[config.mk]
export PLATFORM = sky130hd
export DESIGN_NAME = lrgc_merge
export DESIGN_NICKNAME = d
export VERILOG_FILES = /design/src/rtl/core/lrgc_pkg.sv /design/src/rtl/core/lrgc_merge.sv
export SDC_FILE = /design/constraint.sdc
export NUM_CORES = 1
export LEC_CHECK = 0
export BUFFER_PORTS_ARGS = -buffer_cell sky130_fd_sc_hd__buf_4
export CAP_MARGIN = 15
export CORE_ASPECT_RATIO = 0.9
export CORE_MARGIN = 3
export CORE_UTILIZATION = 43
export DETAILED_ROUTE_END_ITERATION = 8
export PLACE_DENSITY = 0.84
export RECOVER_POWER = 100
export SLEW_MARGIN = 20
export SYNTH_ARGS = -nofsm -noshare
export SYNTH_HDL_FRONTEND = slang
export SYNTH_SLANG_ARGS = --single-unit
export TNS_END_PERCENT = 50
[constraint.sdc]
create_clock -name clk -period 2.35 [get_ports clk]
set_clock_uncertainty 0.2 [all_clocks]
set_input_delay 0.5875 -clock clk [delete_from_list [all_inputs] [get_ports clk]]
set_output_delay 0.5875 -clock clk [all_outputs]
set_load 0.05 [all_outputs]
[src/rtl/core/lrgc_pkg.sv]
`timescale 1ns / 1ps

package lrgc_pkg;

  localparam int OUT_RATE_DEFAULT = 48000;

  localparam int SAMPLE_W    = 16;
  localparam int RATE_W      = 17;
  localparam int GAIN_W      = 16;
  localparam int GAIN_FRAC   = 12;
  localparam int CFG_INDEX_W = 2;

  localparam int MAX_RESULTS = 12;
  localparam int CNT_W       = 4;

  localparam logic [RATE_W-1:0] SOURCE_RATE_RESET = RATE_W'(48000);
  localparam logic [GAIN_W-1:0] GAIN_RESET        = GAIN_W'(4096);

  localparam logic signed [SAMPLE_W-1:0] SAMPLE_MAX = 16'sh7fff;
  localparam logic signed [SAMPLE_W-1:0] SAMPLE_MIN = 16'sh8000;

  typedef enum logic [CFG_INDEX_W-1:0] {
    CFG_SOURCE_RATE,
    CFG_MONO_INPUT,
    CFG_GAIN_Q12
  } cfg_reg_t;

  typedef enum logic [1:0] {
    S_IDLE,
    S_RUN,
    S_HOLD,
    S_MOD
  } seq_state_t;

  typedef struct packed {
    logic signed [SAMPLE_W-1:0] left_in;
    logic signed [SAMPLE_W-1:0] right_in;
    logic                       final_frame;
  } src_beat_t;

  typedef struct packed {
    logic signed [SAMPLE_W-1:0] left_out;
    logic signed [SAMPLE_W-1:0] right_out;
    logic                       run_end;
    logic                       clip_end;
  } dst_beat_t;

  typedef struct packed {
    logic run_end;
    logic clip_end;
  } frame_tag_t;

endpackage

[src/rtl/core/lrgc_merge.sv]
`timescale 1ns / 1ps

module lrgc_merge (
  input  logic                                  clk,
  input  logic                                  rst,
  input  logic                                  en,
  input  logic                                  mono,
  input  logic                                  l_valid,
  input  logic signed [lrgc_pkg::SAMPLE_W-1:0]  l_value,
  input  lrgc_pkg::frame_tag_t                  l_tag,
  input  logic signed [lrgc_pkg::SAMPLE_W-1:0]  r_value,
  output logic                                  dst_valid,
  output lrgc_pkg::dst_beat_t                   dst
);
  import lrgc_pkg::*;

  always_ff @(posedge clk) begin
    if (rst) begin
      dst_valid <= 1'b0;
    end else if (en) begin
      dst_valid <= l_valid;
    end
  end

  // mono copies the left lane to both channels
  always_ff @(posedge clk) begin
    if (en && l_valid) begin
      dst.left_out  <= l_value;
      dst.right_out <= mono ? l_value : r_value;
      dst.run_end   <= l_tag.run_end;
      dst.clip_end  <= l_tag.clip_end;
    end
  end

endmodule

# Word level (Yosys, flattened, before mapping)
# Index checks and enable logic that the tools add are counted.
# op_classes
n_reduce_logical	1
n_mux	1
# ops
operator	count
16-bit 2-to-1 mux	1
1-bit logical AND	1
# word_totals
inputBits	39
regBits	35
output_inout_bits	35

# Logic depth before layout (Yosys ltp)
# depth
word_depth	1
mapped_depth	3

# Least setup slack after synthesis
# Ideal clock, no wire load.
# synth_timing
path_kind	input port to flip-flop
from	input en
to	register dst[0] in the netlist's numbering, enable pin
path_slack_ns	0.329
arrival_ns	1.427
path_buffers	0
t_required_ns	1.756
setup_time_ns	0.394
stages	1
path_cell_list	and2_1
# synth_via
elab_chain_len	1
# synth_rtl
element	line	rtl
start, declared	lrgc_merge.sv:6	input logic en,
1-bit logical AND	lrgc_merge.sv:27	if (en && l_valid) begin
end, declared	lrgc_merge.sv:13	output lrgc_pkg::dst_beat_t dst
# No other way between the ends.
# A chain may end at the register's enable or synchronous reset.

# Final worst setup path
# layout_timing
from	register dst[6] in the netlist's numbering
to	output dst[6] in the netlist's numbering
# No word-level cell between the ends.

==> results.ini <==
[detailed_routing]
drcViolationCount = 0
firstDrtPassIters = 4
via_per_inst = 4.53
drt_wl_total_um = 2370
wl_per_cell_um = 13.5
drt_iter0_drc = 31
vias = 797
ant_nets = 0

[die]
fp.coreArea_mm2 = 0.00284
row_count = 18
die_h_um = 58.4
fp.dieW_um = 64.2
io_pins = 74
start_util_pct = 46.2
die_area_mm2 = 0.00375

[sta]
fin_hold_ws_ps = 207
maxSlewHeadroom_pct = 36.7
finalCriticalPeriod_ps = 1930
report.final.slew_viol_count = 0
setup_violations = 0
fmax_ghz = 0.518
rsz0062_at_grt = no
hold_violations = 0
finalCritPeriodShare_pct = 82.2
worst_pin_slew_ps = 950
setup-tns-final_ps = 0

[power_and_ir_drop]
power.switching_uw = 382
power_leakage_uw = 0.000643
comb_power_share_pct = 20.7
p_sw_share_pct = 29.5
power_density_mw_per_mm2 = 738
vdd_drop_max_mv = 0.371
seq_power_share_pct = 57.7
p_int_uw = 910
power_frac_clock_pct = 21.6

[status]
status = complete, no violations

[worst_setup_path]
crit_arrival_ps = 1140
critPathLaunch = dst[6]$_DFFE_PP_
crit_path_max_fanout = 1
path_buf_inv = 1
path_class = flop to output port
endpoint_kind = output port
cp_data_required_time_ps = 1560
crit_path_cell_trace = clkbuf_1
crit_slowest_cell = clkbuf_1
worstReg2RegStart = dst_valid$_SDFFE_PP0P_
start_kind = flop
path_delay_family = buffers and inverters
r2r_slack_ps = 1560
critical_path.max_stage_delay_ps = 490

[cts]
postCtsSetupRepairBufs = 0
clk_pin_slew_ps = 100
cts.hold.buffers_added = 0
cts_root_buffer = clkbuf_4
cts_resized = 0
clk_latency_ps = 320
cts.sink_count = 35
cts_buffers = 5
cts_tree = done
h-tree-depth = 2
cts_buffer_depth = 2

[final_layout]
nets = 175
drive_gt1_share_pct = 34.6
diodes = 0
fill_cells = 246
areaGrowthSynthToFinish_pct = 33.6

[logic_synthesis]
netlist_instances = 56
syn_area_mm2 = 0.00131
synth.top_cell.area_share_pct = 77.9
syn_nets = 95
ys_ff_latch = 35
synth_largest_area_cell = edfxtp_1
synth.distinct_cells = 9
synthTopCellsByArea = edfxtp_1 78%, mux2_4 11%, mux2_2 5.2%, buf_12 1.5%, dfxtp_1 1.5%
ys_warn_count = 0
avgSynthCellArea_um2 = 23.4
ys_seq_area_share_pct = 79.5

[global_route]
grt_max_degree = 23
grt_use_total_pct = 13.1
antenna_found_initial = 0
grt_pass1_vias = 797
grt_pass1_wl_um = 3500
overflow = 0

[flow_run]
maxCapViolCount = 0

[placement]
portBuffers = 73
gp_congestion = 0.628
hpwl_um = 1820

[min_path]
hold_start = rst
hold_path.class = input pin to flop

[per-stage QoR]
step	cell area, um2	cells	total power [uW]	setup slack (ps)	util, %
6_report	1750	176	1290	418	61.7
5_1_grt	1750	176	1360	328	61.7
4_1_cts	1940	176	1360	631	68.3
3_5_place_dp	1890	169	1080	654	66.7
3_3_place_gp	1890	169	1080	682	66.7
2_1_floorplan	1310	56	962	329	-
[state kept, by name (all words and copies together) (netlist names)]
signal	count
dst	34
dst_valid	1
[routing by layer]
metal / GRT usage (%) / vias up / share of wire, %
li1: - / 381 / -
met1: 14.7 / 353 / 37
met2: 19.0 / 61 / 45
met3: 9.73 / 2 / 18
met4: 5.42 / 0 / 0.55
met5: 0 / - / 0
[layout by cell type, fill, tap and decap left out]
master,Yosys,layout
clkbuf_1,0,41
buf_4,0,19
mux2_2,6,6
mux2_4,10,1
clkinv_2,0,1
and2_0,0,1
nor2_1,1,1
dfxtp_1,1,1
clkbuf_4,0,20
mux2i_1,1,1
mux2_1,0,9
clkinv_1,0,1
edfxtp_1,34,34
[power by group through the flow]
stage	registers, uW	clock network, uW	logic (uW)
2_1_floorplan	911	0	51.0
6_report	745	280	267
4_1_cts	747	289	322
3_3_place_gp	759	0	318
5_1_grt	750	327	280
3_5_place_dp	761	0	322
[cell type report]
type / instances / area (um2) / share of cell area [%]
Sequential cell: 35 / 1040 / 59.5
Timing Repair Buffer: 75 / 409 / 23.4
Multi-Input combinational cell: 19 / 204 / 11.7
Tap cell: 40 / 50.0 / 2.86
Clock buffer: 5 / 37.5 / 2.14
Clock inverter: 2 / 8.76 / 0.500
[synth_stat cells, drive strengths merged]
| cell type | count |
|---|---|
| and2 | 1 |
| mux2i | 1 |
| edfxtp | 34 |
| nor2 | 1 |
| mux2 | 16 |
| buf | 2 |
| dfxtp | 1 |
[final timing paths]
path / end / cells past startpoint
setup / recovery: dst[6] / 1
hold reg to reg: dst_valid$_SDFFE_PP0P_ / 2
hold / removal: dst_valid$_SDFFE_PP0P_ / 2
setup reg to reg: dst_valid$_SDFFE_PP0P_ / 2
[logic make-up after synthesis]
logic type             count (synthesis)  share of synthesized area [%]
flip-flops                            35                           79.5
multiplexers                          17                           17.4
AND/OR/NAND/NOR                        2                          0.764
buffers and inverters                  2                           2.39
Power figures use the tool's default switching activity.
