$ cat src/rtl/core/lrgc_pkg.sv
`timescale 1ns / 1ps

package lrgc_pkg;

  localparam int OUT_RATE_DEFAULT = 48000;

  localparam int SAMPLE_W    = 16;
  localparam int RATE_W      = 17;
  localparam int GAIN_W      = 16;
  localparam int GAIN_FRAC   = 12;
  localparam int CFG_INDEX_W = 2;

  localparam int MAX_RESULTS = 12;
  localparam int CNT_W       = 4;

  localparam logic [RATE_W-1:0] SOURCE_RATE_RESET = RATE_W'(48000);
  localparam logic [GAIN_W-1:0] GAIN_RESET        = GAIN_W'(4096);

  localparam logic signed [SAMPLE_W-1:0] SAMPLE_MAX = 16'sh7fff;
  localparam logic signed [SAMPLE_W-1:0] SAMPLE_MIN = 16'sh8000;

  typedef enum logic [CFG_INDEX_W-1:0] {
    CFG_SOURCE_RATE,
    CFG_MONO_INPUT,
    CFG_GAIN_Q12
  } cfg_reg_t;

  typedef enum logic [1:0] {
    S_IDLE,
    S_RUN,
    S_HOLD,
    S_MOD
  } seq_state_t;

  typedef struct packed {
    logic signed [SAMPLE_W-1:0] left_in;
    logic signed [SAMPLE_W-1:0] right_in;
    logic                       final_frame;
  } src_beat_t;

  typedef struct packed {
    logic signed [SAMPLE_W-1:0] left_out;
    logic signed [SAMPLE_W-1:0] right_out;
    logic                       run_end;
    logic                       clip_end;
  } dst_beat_t;

  typedef struct packed {
    logic run_end;
    logic clip_end;
  } frame_tag_t;

endpackage

$ cat src/rtl/core/lrgc_lane.sv
`timescale 1ns / 1ps

module lrgc_lane #(
  parameter int OUT_RATE = lrgc_pkg::OUT_RATE_DEFAULT,
  localparam int PHW = $clog2(OUT_RATE)
) (
  input  logic                                  clk,
  input  logic                                  rst,
  input  logic                                  en,
  input  logic [lrgc_pkg::GAIN_W-1:0]           gain,
  input  logic                                  in_valid,
  input  logic signed [lrgc_pkg::SAMPLE_W-1:0]  in_a,
  input  logic signed [lrgc_pkg::SAMPLE_W-1:0]  in_b,
  input  logic [PHW-1:0]                        in_phase,
  input  lrgc_pkg::frame_tag_t                  in_tag,
  output logic                                  out_valid,
  output logic signed [lrgc_pkg::SAMPLE_W-1:0]  out_value,
  output lrgc_pkg::frame_tag_t                  out_tag
);
  import lrgc_pkg::*;

  localparam int    AW       = PHW + 18;
  localparam int    PW2      = AW + GAIN_W + 1;
  localparam longint SAT_L   = 64'd32768 * OUT_RATE;
  localparam int    MW       = $clog2(SAT_L);
  localparam int    SH       = MW + 1;
  localparam longint RECIP_L = (64'd1 << SH) / OUT_RATE;
  localparam int    RW       = $clog2(RECIP_L + 1);
  localparam int    QW       = SAMPLE_W;

  localparam logic signed [AW-1:0] OUT_S   = AW'(OUT_RATE);
  localparam logic [PW2-1:0]       SAT_LIM = PW2'(SAT_L);
  localparam logic [MW+RW-1:0]     RECIP   = (MW+RW)'(RECIP_L);
  localparam logic [MW-1:0]        OUT_M   = MW'(OUT_RATE);

  logic [5:0] vld;
  frame_tag_t tag1, tag2, tag3, tag4, tag5;

  // stage 1: a*(OUT - ph) + b*ph written as a*OUT + (b - a)*ph
  logic signed [AW-1:0] a_x, d_x, ph_x, acc;
  assign a_x  = AW'(in_a);
  assign d_x  = AW'(in_b) - AW'(in_a);
  assign ph_x = AW'(in_phase);

  // stage 2: gain
  logic signed [GAIN_W:0]  gain_s;
  logic signed [PW2-1:0]   prod_g;
  assign gain_s = {1'b0, gain};

  // stage 3: magnitude, drop the q12 fraction, saturation test
  logic [PW2-1:0] mag, mag_sh;
  logic           neg3, sat3;
  logic [MW-1:0]  m3;
  assign mag    = prod_g[PW2-1] ? PW2'(-prod_g) : PW2'(prod_g);
  assign mag_sh = mag >> GAIN_FRAC;

  // stage 4: reciprocal multiply for the divide by OUT_RATE
  logic [MW+RW-1:0] prod_r;
  logic             neg4, sat4;
  logic [MW-1:0]    m4;

  // stage 5: estimate, never more than one short
  logic [QW-1:0] qe5;
  logic [MW-1:0] qo5, m5;
  logic          neg5, sat5;
  logic [QW-1:0] qe_w;
  assign qe_w = prod_r[SH +: QW];

  // stage 6: correction, sign and clamp
  logic [MW-1:0] rem6;
  logic [QW-1:0] q6;
  assign rem6 = m5 - qo5;
  assign q6   = qe5 + QW'(rem6 >= OUT_M);

  always_ff @(posedge clk) begin
    if (rst) begin
      vld <= '0;
    end else if (en) begin
      vld <= {vld[4:0], in_valid};
    end
  end

  always_ff @(posedge clk) begin
    if (en) begin
      acc  <= a_x * OUT_S + d_x * ph_x;
      tag1 <= in_tag;

      prod_g <= PW2'(acc) * PW2'(gain_s);
      tag2   <= tag1;

      neg3 <= prod_g[PW2-1];
      sat3 <= mag_sh >= SAT_LIM;
      m3   <= mag_sh[MW-1:0];
      tag3 <= tag2;

      prod_r <= (MW+RW)'(m3) * RECIP;
      neg4   <= neg3;
      sat4   <= sat3;
      m4     <= m3;
      tag4   <= tag3;

      qe5  <= qe_w;
      qo5  <= MW'(qe_w) * OUT_M;
      m5   <= m4;
      neg5 <= neg4;
      sat5 <= sat4;
      tag5 <= tag4;

      if (sat5) begin
        out_value <= neg5 ? SAMPLE_MIN : SAMPLE_MAX;
      end else begin
        out_value <= neg5 ? -$signed(q6) : $signed(q6);
      end
      out_tag <= tag5;
    end
  end

  assign out_valid = vld[5];

endmodule

$ cat config.mk
export PLATFORM = sky130hd
export DESIGN_NAME = lrgc_lane
export DESIGN_NICKNAME = d
export VERILOG_FILES = /design/src/rtl/core/lrgc_pkg.sv /design/src/rtl/core/lrgc_lane.sv
export SDC_FILE = /design/constraint.sdc
export NUM_CORES = 2
export LEC_CHECK = 0
export BUFFER_PORTS_ARGS = -buffer_cell sky130_fd_sc_hd__buf_2
export CAP_MARGIN = 5
export CORE_MARGIN = 2
export CORE_UTILIZATION = 53
export DETAILED_ROUTE_END_ITERATION = 10
export PLACE_DENSITY = 0.79
export SLEW_MARGIN = 40
export SYNTH_ARGS = -nofsm -noshare
export SYNTH_HDL_FRONTEND = slang
export SYNTH_SLANG_ARGS = --single-unit
$ cat constraint.sdc
create_clock -name clk -period 17.3 [get_ports clk]
set_input_delay 3.46 -clock clk [delete_from_list [all_inputs] [get_ports clk]]
set_output_delay 3.46 -clock clk [all_outputs]
set_load 0.05 [all_outputs]
; ---- Yosys cells after proc, flatten, opt, wreduce, memory -nomap -nowiden
; Cells that the tools add are included.
[classes]
add_sub_neg = 6
mul = 5
order_cmp = 2
n_mux = 4
[ops]
columns = op, n
row1 = 34-bit by 17-bit multiplier with 51-bit output, 1
row2 = 51-bit 2-to-1 mux, 1
row3 = 51-bit negation, 1
row4 = 16-bit 2-to-1 mux, 3
row5 = "31-bit by 16-bit multiplier with 47-bit output, second input constant", 1
row6 = "39-bit by 31-bit >= comparator with 1-bit output, second input constant", 1
row7 = 33-bit by 34-bit adder with 34-bit output, 1
row8 = 17-bit by 17-bit multiplier with 34-bit output, 1
row9 = "31-bit by 16-bit >= comparator with 1-bit output, second input constant", 1
row10 = 31-bit subtractor, 1
row11 = "16-bit by 10-bit multiplier with 26-bit output, second input constant", 1
row12 = "16-bit by 9-bit multiplier with 24-bit output, second input constant", 1
row13 = 16-bit by 16-bit subtractor with 17-bit output, 1
row14 = 16-bit by 1-bit adder with 16-bit output, 1
row15 = 16-bit negation, 1
[word_totals]
register_bits = 305
inputBits = 70
output_inout_bits = 19
word_cells = 45

; ---- Longest topological paths before layout
[depth]
depth_word = 6
depth_mapped = 37
ltp_nobuf = 36

; ---- Least setup slack after synthesis
; No wires, ideal clock.
[synth_path]
path_kind = input -> register
startpoint = in in_a[3] (netlist bit)
endpoint = reg acc[33] (data pin)
setup_time_ns = 0.273
arrival_time_ns = 11.909
required_time_ns = 17.027
path_slack_ns = 5.119
path_stages = 31
path_buffers = 1
cell_sequence = fa_1 -> fa_1 -> fa_1 -> fa_1 -> inv_1 -> fa_1 -> inv_1 -> ha_1 -> a21o_1 -> a21o_1 -> a21o_1 -> or3_1 -> o211ai_1 -> a41oi_1 -> a41o_1 -> a41oi_1 -> nand2b_1 -> xor2_1 -> fa_1 -> fa_1 -> inv_1 -> fa_1 -> fa_1 -> fa_1 -> inv_1 -> ha_1 -> clkbuf_1 -> a21oi_1 -> o21ai_0 -> a2111oi_0 -> xnor2_1
[synth_via]
elab_chain_len = 3
word_cells_on_any_way = 4
cone_classes = add/sub: 2 / mul: 2
[synth_rtl]
columns = item, line_no
row1 = "start, declared", lrgc_lane.sv:12  ; input logic signed [lrgc_pkg::SAMPLE_W-1:0] in_a,
row2 = 16-bit by 16-bit subtractor with 17-bit output, lrgc_lane.sv:42  ; assign d_x = AW'(in_b) - AW'(in_a);
row3 = 17-bit by 17-bit multiplier with 34-bit output, lrgc_lane.sv:85  ; acc <= a_x * OUT_S + d_x * ph_x;
row4 = 33-bit by 34-bit adder with 34-bit output (*), lrgc_lane.sv:85
row5 = "end signal, assigned", lrgc_lane.sv:85
row6 = "end, declared", lrgc_lane.sv:40  ; logic signed [AW-1:0] a_x, d_x, ph_x, acc;
; Mark *: on every way between the ends. The rest lies on a longest branch, timed or not.
; A chain may end at the register's enable or synchronous reset.

; ---- Worst setup path after layout
[layout_path]
startpoint = in in_a[3] (netlist bit)
endpoint = reg acc[32] (data pin)
; Same word-level chain as after synthesis.

==> impl_metrics.py <==
metrics = {
    "cells_and_area": {
        "fin_nets": 7579,
        "fillers": 8927,
        "final_common_cell": "inv_1",
        "final_cell_mix": "inv_1 (1429), fa_1 (1165), ha_1 (607)",
        "multi_input_area_um2": 43340,
        "drive_gt1_frac": 0.03769,
        "area_delta_synth_final_pct": 5.172,
        "seq_area_um2": 7717,
    },
    "hold_path": {
        "hold_path_startpoint": "m4[11]",
        "hp-class": "reg -> reg",
    },
    "route": {
        "drc": 0,
        "routed_wl_um": 127100,
        "vias_per_cell": 5.467,
        "wl_per_cell_um": 17.75,
        "drtIter0Drc": 2431,
        "wl_met1_um": 50030,
        "ant_nets": 0,
        "wl_met2_um": 65420,
        "topRoutingLayerUsed": "met5",
        "drt-pass1-iter-count": 5,
        "met3RoutedLength_um": 7250,
        "num_vias": 39160,
    },
    "floorplan": {
        "die_h_um": 331.9,
        "rows": 120,
        "die_w_um": 331.9,
        "pin_count": 89,
        "fp.coreArea_um2": 106900,
        "start_util": 0.5331,
        "die_area_um2": 110200,
    },
    "clock_network": {
        "post_cts_buffers": 0,
        "numCtsBuffers": 30,
        "tritoncts": "done",
        "htree_levels": 1,
        "cts_sinks": 259,
        "clockRootBuffer": "clkbuf_16",
        "clk_path_buf_depth": 3,
        "clock_latency_ps": 660,
        "clk_pin_slew_worst_paths_ps": 60,
        "ctsResizeCount": 0,
        "holdBufCountCts": 0,
    },
    "yosys": {
        "synth_top_family_by_area": "adder cells",
        "synth_xor_area_frac": 0.03427,
        "synthMuxAreaShare": 0.001405,
        "seq_area_frac_synth": 0.1354,
        "synth_edf_count": 253,
        "synth.net_count": 7597,
        "synthArstFlopShare": 0,
        "netlist_area_um2": 56990,
        "ys_seq_elements": 259,
        "synthDistinctLibCells": 86,
        "ys.flop_type": "edfxtp_1",
        "netlist_instances": 5754,
        "syn_area_per_cell_um2": 9.905,
        "synth_simple_gate_area_share": 0.1170,
        "synth-compound-area-share": 0.06362,
        "synth_fa_ha_area_frac": 0.5427,
        "yosys_warnings": 0,
    },
    "timing": {
        "worst_pin_slew_ps": 878.0,
        "rsz0062_at_grt": "no",
        "max_freq_mhz": 80.42,
        "fin_crit_sh": 0.7187,
        "finalSetupViolCount": 0,
        "fin_skew_ps": 76.82,
        "min_period_ps": 12430,
        "maxSlewHeadroom": 0.4147,
        "final-max-slew-violation-count": 0,
        "fin_ws_ps": 4866,
        "setup-tns-final_ps": 0,
        "hold_violations": 0,
    },
    "grt": {
        "grt_pass1_wl_um": 214500,
        "grt_start_max_net_pins": 107,
        "grt_pass1_vias": 43190,
        "grt_usage": 0.2394,
        "antenna_found_initial": 6,
        "overflow": 0,
    },
    "setup_path": {
        "critical_path.reg2reg.startpoint": "acc[12]",
        "slowest_delay_ps": 530,
        "worstSetupPathType": "in -> reg",
        "critical_path_arrival_ps": 12820,
        "cp.required_ps": 17690,
        "end_kind": "register",
        "cp_slowest_cell": "fa_1",
        "cpMostUsedCell": "fa_1",
        "startpoint": "in_a[3]",
        "worst-path-max-fanout": 8,
        "start_kind": "input port",
    },
    "placed_design": {
        "dp_hpwl_um": 101700,
        "dp_slack_ps": 4212,
        "io_buffers": 88,
        "place_congestion": 0.9080,
    },
    "flow_run": {
        "drv_cap": 0,
    },
    "status": {
        "status": "finished, final reports clean",
    },
}
-- kinds of logic (layout without fill, tap and decap cells) --
family,Yosys count,after routing
adders and majority gates,1773,1773
other,0,2
buffers and inverters,1600,1603
muxes,8,8
AOI/OAI and AO/OA,530,530
DFF,259,259
xor gates and xnor gates,223,223
and+or+nand+nor,1361,1361
-- Yosys cell counts (all sizes together), types with 5 or more instances --
cell	count	share of area
a22oi	5	0.00066
mux2i	8	0.0014
o22ai	8	0.00088
nand3	80	0.0070
xor2	54	0.0083
fa	1165	0.41
o31ai	9	0.0013
nor4	11	0.0016
o311ai	6	0.00092
o21a	19	0.0025
a221oi	10	0.0019
o21bai	19	0.0025
nor4b	6	0.00092
a211o	7	0.0011
edfxtp	253	0.13
a41oi	7	0.0011
a21o	74	0.0097
clkbuf	158	0.010
o21ai	100	0.0090
a2111oi	8	0.0022
a211oi	11	0.0015
a311oi	17	0.0027
inv	1429	0.094
and3	32	0.0035
o41ai	8	0.0018
or4	5	0.00079
nor2b	50	0.0055
nor3	53	0.0047
dfxtp	6	0.0021
nand2	583	0.038
a31oi	21	0.0024
nand2b	20	0.0022
nand4	18	0.0021
or2	14	0.0015
o211ai	26	0.0034
a21oi	144	0.013
buf	11	0.00097
nor2	131	0.0088
xnor2	169	0.026
or3	15	0.0016
and2	331	0.036
ha	608	0.13
-- registers in the layout, summed over array words and instances, names as in the netlist, 16 cells and up --
| name | cells |
|---|---|
| prod_g | 51 |
| m5 | 24 |
| prod_r | 16 |
| m3 | 31 |
| out_value | 16 |
| m4 | 24 |
| acc | 34 |
| qo5 | 23 |
| qe5 | 16 |
-- path summary, 6_finish.rpt --
| check | cells past startpoint | slack (ps) | to |
|---|---|---|---|
| worst min register to register | 0 | 390 | m5[11] |
| worst min-delay path | 0 | 390 | m5[11] |
| worst max-delay path | 34 | 4870 | acc[32] |
| worst max register to register | 24 | 9460 | prod_g[50] |
-- critical path, delay by kind of cell --
kind	cells	cell delay (ps)
compound gates	11	2380
xor+xnor	2	320
fa+ha+maj	12	5600
buf+inv	5	360
simple gates	4	700
-- routing by layer --
metal  vias to the layer above  global-route usage
met5                         -                   0
met4                         6             0.07959
met3                       307             0.02686
met2                      1234              0.4332
met1                     19960              0.2981
li1                      17650                   -
-- stage by stage --
step	instances	hold slack [ps]	utilization	cell area, µm²
global route	7162	386.4	0.5607	59940
floorplan	5754	400.3	-	56990
detailed placement	7105	404.5	0.5505	58850
finish	7162	386.2	0.5607	59940
CTS	7158	392.2	0.5602	59890
global placement	7105	401.4	0.5501	58800
-- area by class of cell --
cell class / instances / area share
Multi-Input combinational cell: 3895 / 0.7231
Sequential cell: 259 / 0.1288
Inverter: 1431 / 0.08961
Tap cell: 1403 / 0.02929
Clock buffer: 36 / 0.01290
Timing Repair Buffer: 119 / 0.01192
Clock inverter: 17 / 0.004342
Antenna cell: 2 / 0.00008350
Power is not shown: default switching activity piles up to over one toggle a cycle in this logic, so the estimate is an artifact.
