$ cat src/rtl/core/lrgc_pkg.sv
`timescale 1ns / 1ps

package lrgc_pkg;

  localparam int OUT_RATE_DEFAULT = 48000;

  localparam int SAMPLE_W    = 16;
  localparam int RATE_W      = 17;
  localparam int GAIN_W      = 16;
  localparam int GAIN_FRAC   = 12;
  localparam int CFG_INDEX_W = 2;

  localparam int MAX_RESULTS = 12;
  localparam int CNT_W       = 4;

  localparam logic [RATE_W-1:0] SOURCE_RATE_RESET = RATE_W'(48000);
  localparam logic [GAIN_W-1:0] GAIN_RESET        = GAIN_W'(4096);

  localparam logic signed [SAMPLE_W-1:0] SAMPLE_MAX = 16'sh7fff;
  localparam logic signed [SAMPLE_W-1:0] SAMPLE_MIN = 16'sh8000;

  typedef enum logic [CFG_INDEX_W-1:0] {
    CFG_SOURCE_RATE,
    CFG_MONO_INPUT,
    CFG_GAIN_Q12
  } cfg_reg_t;

  typedef enum logic [1:0] {
    S_IDLE,
    S_RUN,
    S_HOLD,
    S_MOD
  } seq_state_t;

  typedef struct packed {
    logic signed [SAMPLE_W-1:0] left_in;
    logic signed [SAMPLE_W-1:0] right_in;
    logic                       final_frame;
  } src_beat_t;

  typedef struct packed {
    logic signed [SAMPLE_W-1:0] left_out;
    logic signed [SAMPLE_W-1:0] right_out;
    logic                       run_end;
    logic                       clip_end;
  } dst_beat_t;

  typedef struct packed {
    logic run_end;
    logic clip_end;
  } frame_tag_t;

endpackage

$ cat src/rtl/core/lrgc_seq.sv
`timescale 1ns / 1ps

module lrgc_seq #(
  parameter int OUT_RATE = lrgc_pkg::OUT_RATE_DEFAULT,
  localparam int PHW = $clog2(OUT_RATE)
) (
  input  logic                                  clk,
  input  logic                                  rst,
  input  logic                                  en,
  input  logic [lrgc_pkg::RATE_W-1:0]           rate_cfg,
  input  logic                                  src_valid,
  output logic                                  src_stall,
  input  lrgc_pkg::src_beat_t                   src,
  output logic                                  iss_valid,
  output logic signed [lrgc_pkg::SAMPLE_W-1:0]  iss_al,
  output logic signed [lrgc_pkg::SAMPLE_W-1:0]  iss_bl,
  output logic signed [lrgc_pkg::SAMPLE_W-1:0]  iss_ar,
  output logic signed [lrgc_pkg::SAMPLE_W-1:0]  iss_br,
  output logic [PHW-1:0]                        iss_phase,
  output lrgc_pkg::frame_tag_t                  iss_tag
);
  import lrgc_pkg::*;

  localparam int PW = $clog2(OUT_RATE + 2**RATE_W);
  localparam int XW = $clog2(OUT_RATE + 1);
  localparam int SW = $clog2(XW);
  localparam logic [PW-1:0]    OUT_P = PW'(OUT_RATE);
  localparam logic [CNT_W-1:0] CNT_MAX = CNT_W'(MAX_RESULTS);
  localparam logic [CNT_W-1:0] CNT_LAST = CNT_W'(MAX_RESULTS - 1);
  localparam logic [SW-1:0]    STEP_LAST = SW'(XW - 1);

  seq_state_t state, state_next;

  logic signed [SAMPLE_W-1:0] prev_l, prev_r, cur_l, cur_r;
  logic                       fin;
  logic                       have_prev;
  logic [RATE_W-1:0]          rate;
  logic [PW-1:0]              phase;
  logic [CNT_W-1:0]           cnt;
  logic [XW-1:0]              mod_x;
  logic [RATE_W-1:0]          mod_rem;
  logic [SW-1:0]              mod_step;

  logic              accept;
  logic              run_ends, at_cap, hold_go, mod_last, commit;
  logic [PW-1:0]     nph, nph_m, out_gap;
  logic              nph_ge, last;
  logic [RATE_W:0]   rem_sh;
  logic [RATE_W-1:0] rem_new;

  assign accept   = src_valid && !src_stall;
  assign run_ends = phase >= OUT_P;
  assign at_cap   = cnt == CNT_MAX;
  assign hold_go  = !run_ends && !at_cap;
  assign nph      = phase + PW'(rate);
  assign nph_ge   = nph >= OUT_P;
  assign nph_m    = nph - OUT_P;
  assign out_gap  = OUT_P - phase;
  assign mod_last = (state == S_MOD) && (mod_step == STEP_LAST);

  // one bit of the remainder of (OUT_RATE - phase) by rate per cycle
  assign rem_sh  = {mod_rem, mod_x[XW-1]};
  assign rem_new = (rem_sh >= {1'b0, rate}) ? RATE_W'(rem_sh - {1'b0, rate})
                                            : rem_sh[RATE_W-1:0];

  always_comb begin
    state_next = state;
    case (state)
      S_IDLE: begin
        if (accept) begin
          if (have_prev) begin
            state_next = S_RUN;
          end else if (src.final_frame) begin
            state_next = S_HOLD;
          end
        end
      end
      S_RUN: begin
        if (en) begin
          if (run_ends) begin
            state_next = fin ? S_HOLD : S_IDLE;
          end else if (at_cap) begin
            state_next = S_MOD;
          end
        end
      end
      S_HOLD: begin
        if (en && !hold_go) begin
          state_next = S_IDLE;
        end
      end
      S_MOD: begin
        if (mod_last) begin
          state_next = S_IDLE;
        end
      end
      default: state_next = S_IDLE;
    endcase
  end

  always_comb begin
    src_stall = 1'b1;
    iss_valid = 1'b0;
    commit    = 1'b0;
    last      = 1'b0;
    iss_al    = prev_l;
    iss_bl    = cur_l;
    iss_ar    = prev_r;
    iss_br    = cur_r;
    case (state)
      S_IDLE: begin
        src_stall = 1'b0;
      end
      S_RUN: begin
        iss_valid = en && !run_ends && !at_cap;
        commit    = en && run_ends && !fin;
        // last of the item unless held frames follow on a final beat
        last      = (cnt == CNT_LAST) || (nph_ge && !(fin && (nph_m < OUT_P)));
      end
      S_HOLD: begin
        iss_valid = en && hold_go;
        commit    = en && !hold_go;
        last      = (cnt == CNT_LAST) || nph_ge;
        iss_al    = cur_l;
        iss_ar    = cur_r;
      end
      S_MOD: begin
        commit = mod_last;
      end
      default: begin
        src_stall = 1'b1;
      end
    endcase
  end

  assign iss_phase       = phase[PHW-1:0];
  assign iss_tag.run_end = last;
  assign iss_tag.clip_end = last && fin;

  always_ff @(posedge clk) begin
    if (rst) begin
      state     <= S_IDLE;
      have_prev <= 1'b0;
      phase     <= '0;
      cnt       <= '0;
      prev_l    <= '0;
      prev_r    <= '0;
    end else begin
      state <= state_next;
      case (state)
        S_IDLE: begin
          if (accept) begin
            cur_l <= src.left_in;
            cur_r <= src.right_in;
            fin   <= src.final_frame;
            rate  <= (rate_cfg == '0) ? RATE_W'(1) : rate_cfg;
            cnt   <= '0;
            if (!have_prev) begin
              phase <= '0;
              if (!src.final_frame) begin
                prev_l    <= src.left_in;
                prev_r    <= src.right_in;
                have_prev <= 1'b1;
              end
            end
          end
        end
        S_RUN: begin
          if (en) begin
            if (run_ends) begin
              phase <= phase - OUT_P;
            end else if (at_cap) begin
              mod_x    <= out_gap[XW-1:0];
              mod_rem  <= '0;
              mod_step <= '0;
            end else begin
              phase <= nph;
              cnt   <= cnt + CNT_W'(1);
            end
          end
        end
        S_HOLD: begin
          if (en && hold_go) begin
            phase <= nph;
            cnt   <= cnt + CNT_W'(1);
          end
        end
        S_MOD: begin
          mod_x    <= mod_x << 1;
          mod_rem  <= rem_new;
          mod_step <= mod_step + SW'(1);
          // a final beat restarts the clip at phase zero below
          if (mod_last && !fin) begin
            phase <= (rem_new == '0) ? '0 : PW'(rate - rem_new);
          end
        end
        default: begin
          cnt <= '0;
        end
      endcase
      if (commit) begin
        prev_l    <= cur_l;
        prev_r    <= cur_r;
        have_prev <= !fin;
        if (fin) begin
          phase <= '0;
        end
      end
    end
  end

endmodule

$ cat config.mk
export PLATFORM = sky130hd
export DESIGN_NAME = lrgc_seq
export DESIGN_NICKNAME = d
export VERILOG_FILES = /design/src/rtl/core/lrgc_pkg.sv /design/src/rtl/core/lrgc_seq.sv
export SDC_FILE = /design/constraint.sdc
export NUM_CORES = 1
export LEC_CHECK = 0
export BUFFER_PORTS_ARGS = -buffer_cell sky130_fd_sc_hd__buf_4
export CAP_MARGIN = 40
export CELL_PAD_IN_SITES_DETAIL_PLACEMENT = 2
export CELL_PAD_IN_SITES_GLOBAL_PLACEMENT = 2
export CORE_MARGIN = 8
export CORE_UTILIZATION = 39
export DETAILED_ROUTE_END_ITERATION = 8
export MAX_ROUTING_LAYER = met4
export PLACE_DENSITY_LB_ADDON = 0.1
export SYNTH_ARGS = -nofsm -noshare
export SYNTH_HDL_FRONTEND = slang
export SYNTH_SLANG_ARGS = --single-unit
$ cat constraint.sdc
create_clock -name clk -period 13.29 [get_ports clk]
set_input_delay 1.329 -clock clk [delete_from_list [all_inputs] [get_ports clk]]
set_output_delay 1.329 -clock clk [all_outputs]
set_load 0.05 [all_outputs]
Yosys cells after proc, flatten, opt, wreduce, memory -nomap -nowiden
Index checks and enable logic that the tools add are counted.
- magnitude comparators: 4
- add/subtract/negate cells: 8
- multiplexer cells: 61
- reduce and logical (&&, ||, !) cells: 33
- equal/unequal tests: 18
- bitwise logic cells: 1
- operators by type and width (cell ; count):
    $mux W16 ; 15
    $mux W18 ; 10
    $pmux W18 S4 ; 1
    $mux W17 ; 4
    $ge A18 B16 Y1 const B ; 2
    $sub A18 B16 Y18 const B ; 2
    $logic_not A17 Y1 ; 2
    $pmux W17 S2 ; 1
    $mux W4 ; 8
    $pmux W16 S2 ; 1
    $add A18 B17 Y18 ; 1
    $ge A18 B17 Y1 ; 1
    $lt A18 B16 Y1 const B ; 1
    $mux W2 ; 9
    $sub A17 B17 Y18 ; 1
    $sub A17 B17 Y17 ; 1
    $ne A2 B2 Y1 const B ; 8
    $sub A16 B16 Y16 const A ; 1
    $logic_and A1 B1 Y1 ; 13
    $eq A4 B4 Y1 const B ; 3
    $pmux W4 S3 ; 1
    $reduce_and A6 Y1 ; 2
    $add A4 B1 Y4 const B ; 2
    $pmux W2 S4 ; 1
    18 further kinds ; 34
- logic and storage cells: 138
- input port bits: 54
- output and inout port bits: 84
- register bits: 144

Longest topological paths before layout
- depth after elaboration: 9
- mapped depth: 26

Worst setup path before layout
OpenSTA, ideal clock, no wires.
- kind: reg2out
- start: register rate[1]
- end: output iss_tag[0] (netlist bit)
- arrival time: 4.285 ns
- required time: 11.961 ns
- path slack: 7.676 ns
- cell stages (with the launch flop): 16
- buffers on the path: 0
- cell sequence: edfxtp_1 -> ha_1 -> a21o_1 -> a21oi_1 -> o21bai_1 -> a21boi_0 -> nor2_1 -> xor2_1 -> ha_1 -> nand2_1 -> or4_1 -> nor4_1 -> nand4_1 -> a21boi_0 -> o31ai_1 -> nor3_1
- RTL lines (item ; line ; source):
    start: declaration ; lrgc_seq.sv:37 ; logic [RATE_W-1:0] rate;
    start signal: assignment ; lrgc_seq.sv:156 ; rate <= (rate_cfg == '0) ? RATE_W'(1) : rate_cfg;
    end: declaration ; lrgc_seq.sv:20 ; output lrgc_pkg::frame_tag_t iss_tag

==> out/metrics.cfg <==
[run_status]
status = finished, final reports clean

[power_and_ir_drop]
ir_worst_vdd_mv = 0.103
power_density_mw_per_mm2 = 205
p_leak_nw = 4.67
p_total_mw = 2.45

[hold_path]
holdPathStages = 2
min_path_type = flip-flop to flip-flop

[critical_path]
slowest_stage = edfxtp_1
start_kind = flip-flop
crit_path_end_kind = output pin
cp.depth = 16
crit_family = simple AND/OR/NAND/NOR gates
critPathMaxStageDelay_ns = 0.50
cp.arrival_ns = 5.09
crit_chain = ha_1, a21o_1, a21oi_1, o21bai_1, a21boi_0, nor2_1, xor2_1, ha_1, nand2_1, or4_1, nor4_1, nand4_1, a21boi_0, o31ai_1, nor3_1, buf_4
reg2reg_depth = 20
worstSetupPathType = flip-flop to output pin
cp.required_ns = 11.96
cp_num_buf_inv = 1
critPathMaxFanout = 6

[layout]
multi_input_area_mm2 = 0.00582
seqCellArea_mm2 = 0.00375
fill_cells = 2804
stdcell_count = 1562
antenna_cells = 0
fin_util = 0.464
syn2layout_area_growth_pct = 18.0
fin_area_mm2 = 0.0120
nets = 1328
drive_above_1_share = 0.196

[logic_synthesis]
synth_area_mm2 = 0.0101
synth_simple_gate_area_frac = 0.153
yosysUniqueCellTypes = 84
yosys_most_used_dff = edfxtp_1
ys_ff_latch = 144
synth_cells = 1124
synth-compound-area-share = 0.207
syn_nets = 1238
ys_warn_count = 0
synth.top_cell.area_share = 0.258
synth_xor_area_frac = 0.0509
ys_seq_area_frac = 0.370
avgSynthCellArea_um2 = 9.02
synth-edff-count = 87
synthAdderAreaFrac = 0.0774
synth_top_family_by_area = compound AO/OA/AOI/OAI gates
synth_area_leader_cell = edfxtp_1
ys_async_sr_fraction = 0
muxShareOfSynthArea = 0.0833
synth_area_leaders = edfxtp_1 26%, dfxtp_1 11%, ha_1 7.0%, nor2_1 4.7%, mux2i_1 4.0%

[floorplanning]
fp.dieH_um = 177
start_util = 0.394
io_pins = 138
rows = 59
die_w_um = 177
core_mm2 = 0.0258
die_area_mm2 = 0.0314

[placed_design]
portBuffers = 137
place_congestion = 0.833
dp.cells = 1530
hpwl_mm = 27.2
postPlaceCellArea_mm2 = 0.0113
dp_worst_setup_slack_ns = 7.52

[detailed_routing]
drt-vias-per-instance = 5.84
drtIter0Drc = 396
drtPass1Iterations = 4
ant_nets = 0
drc = 0
wl_per_cell_um = 23.6
dr_total_vias = 9119
drt-total-wl_mm = 36.8

[clock_tree]
numCtsBuffers = 17
post_cts_buffers = 0
ctsHoldBuffers = 0
clock_sinks = 144
cts_tree = done
clk_pin_slew_worst_paths_ns = 0.07
cts_max_level = 4
clkLatencyLatePin_ns = 0.44
root_buffer = clkbuf_16
clockBufferDepth = 2
cts_resized = 0

[global_routing]
grt_pass1_wl_mm = 57.5
grt_max_degree = 47
grt_pass1_vias = 10211
grt_antenna_before_repair = 0
grt_use_total = 0.240
grt_overflow = 0

[timing]
slew_viol_final = 0
setup_viol = 0
finalHoldViolCount = 0
slew_headroom = 0.353
max_clock_freq_mhz = 156
fin_crit_sh = 0.483
worst_pin_slew_ns = 0.967
rsz0062_at_grt = no
holdWs_ns = 0.524
setup_ws_ns = 6.87
fin_crit_ns = 6.42
setup_tns_ns = 0
skew_ns = 0.0140

[run]
cap_viol_max_count = 0

==> layout by cell type (no fill, tap or decap), drive strengths merged, types with 17 or more instances in the layout <==
cell type	count
buf	149
nor2	129
edfxtp	87
nand2	77
o21ai	77
inv	68
a21oi	63
dfxtp	57
ha	57
a211oi	45
xnor2	44
mux2i	43
mux2	35
nor3	29
nand3	24
clkbuf	17
a31oi	17
==> flip-flops by register name (all words and copies together) (netlist names) <==
name,flops
phase,18
mod_step,4
rate,17
mod_rem,17
fin,1
prev_r,16
state,2
iss_bl,16
mod_x,16
iss_br,16
have_prev,1
prev_l,16
cnt,4
==> logic make-up after synthesis <==
logic type / Yosys count
AO/OA/AOI/OAI: 309
AND/OR/NAND/NOR: 336
multiplexers: 78
buffers and inverters: 137
flip-flops: 144
XOR/XNOR: 59
adder cells (fa/ha/maj): 61
==> synth_stat cells, types with 12 or more instances <==
cell,count
a211oi_1,44
nand3_1,23
nor2b_1,12
xor2_1,15
inv_1,59
o21a_1,12
nand2_1,77
nor3_1,29
clkbuf_1,53
dfxtp_1,57
ha_1,57
xnor2_1,44
nor2_1,128
a21oi_1,62
mux2_2,34
mux2i_1,41
a31oi_1,16
nand4_1,13
buf_4,18
o21ai_0,70
a21o_1,15
edfxtp_1,87
==> metal layers <==
| layer | vias up | GRT usage | wire [µm] | part of all wire |
|---|---|---|---|---|
| met2 | 205 | 0.395 | 17700 | 0.48 |
| met5 | - | - | 0 | 0 |
| met1 | 4567 | 0.288 | 16500 | 0.45 |
| met4 | 0 | 0.0893 | 1040 | 0.028 |
| li1 | 4291 | - | - | - |
| met3 | 56 | 0.0437 | 1580 | 0.043 |
==> cell type report <==
cell class	instances	share of cell area
Multi-Input combinational cell	843	0.487
Sequential cell	144	0.314
Timing Repair Buffer	149	0.0945
Clock buffer	17	0.0356
Tap cell	335	0.0350
Inverter	59	0.0185
Clock inverter	15	0.0160
==> worst reg2reg max path, cell delays in order (launching register included) <==
cell and delay [ns]:
edfxtp_1 0.61, inv_1 0.11, ha_1 0.41, nand2_1 0.14
o22ai_1 0.14, a211oi_4 0.38, a21oi_1 0.21, nor2_2 0.11
buf_4 0.34, mux2i_1 0.57, ha_1 0.37, a21oi_1 0.16
o21ai_0 0.19, a31oi_1 0.25, o22ai_1 0.14, o2111ai_1 0.11
o211ai_2 0.15, a221oi_1 0.40, o21a_1 0.19, o21ai_1 0.13
a221oi_1 0.28
==> where the power goes <==
part           switching, mW  leakage (nW)  internal, mW
registers             0.0856          1.27         0.547
clock network          0.239         0.297         0.288
logic                  0.848          3.10         0.446
==> path summary, 6_finish.rpt <==
path           start          to  slack, ns
min reg2reg   cnt[1]      cnt[1]       0.52
max          rate[1]  iss_tag[0]       6.87
max reg2reg  rate[9]   phase[10]       7.80
min           cnt[1]      cnt[1]       0.52
Power figures use the tool's default switching activity.
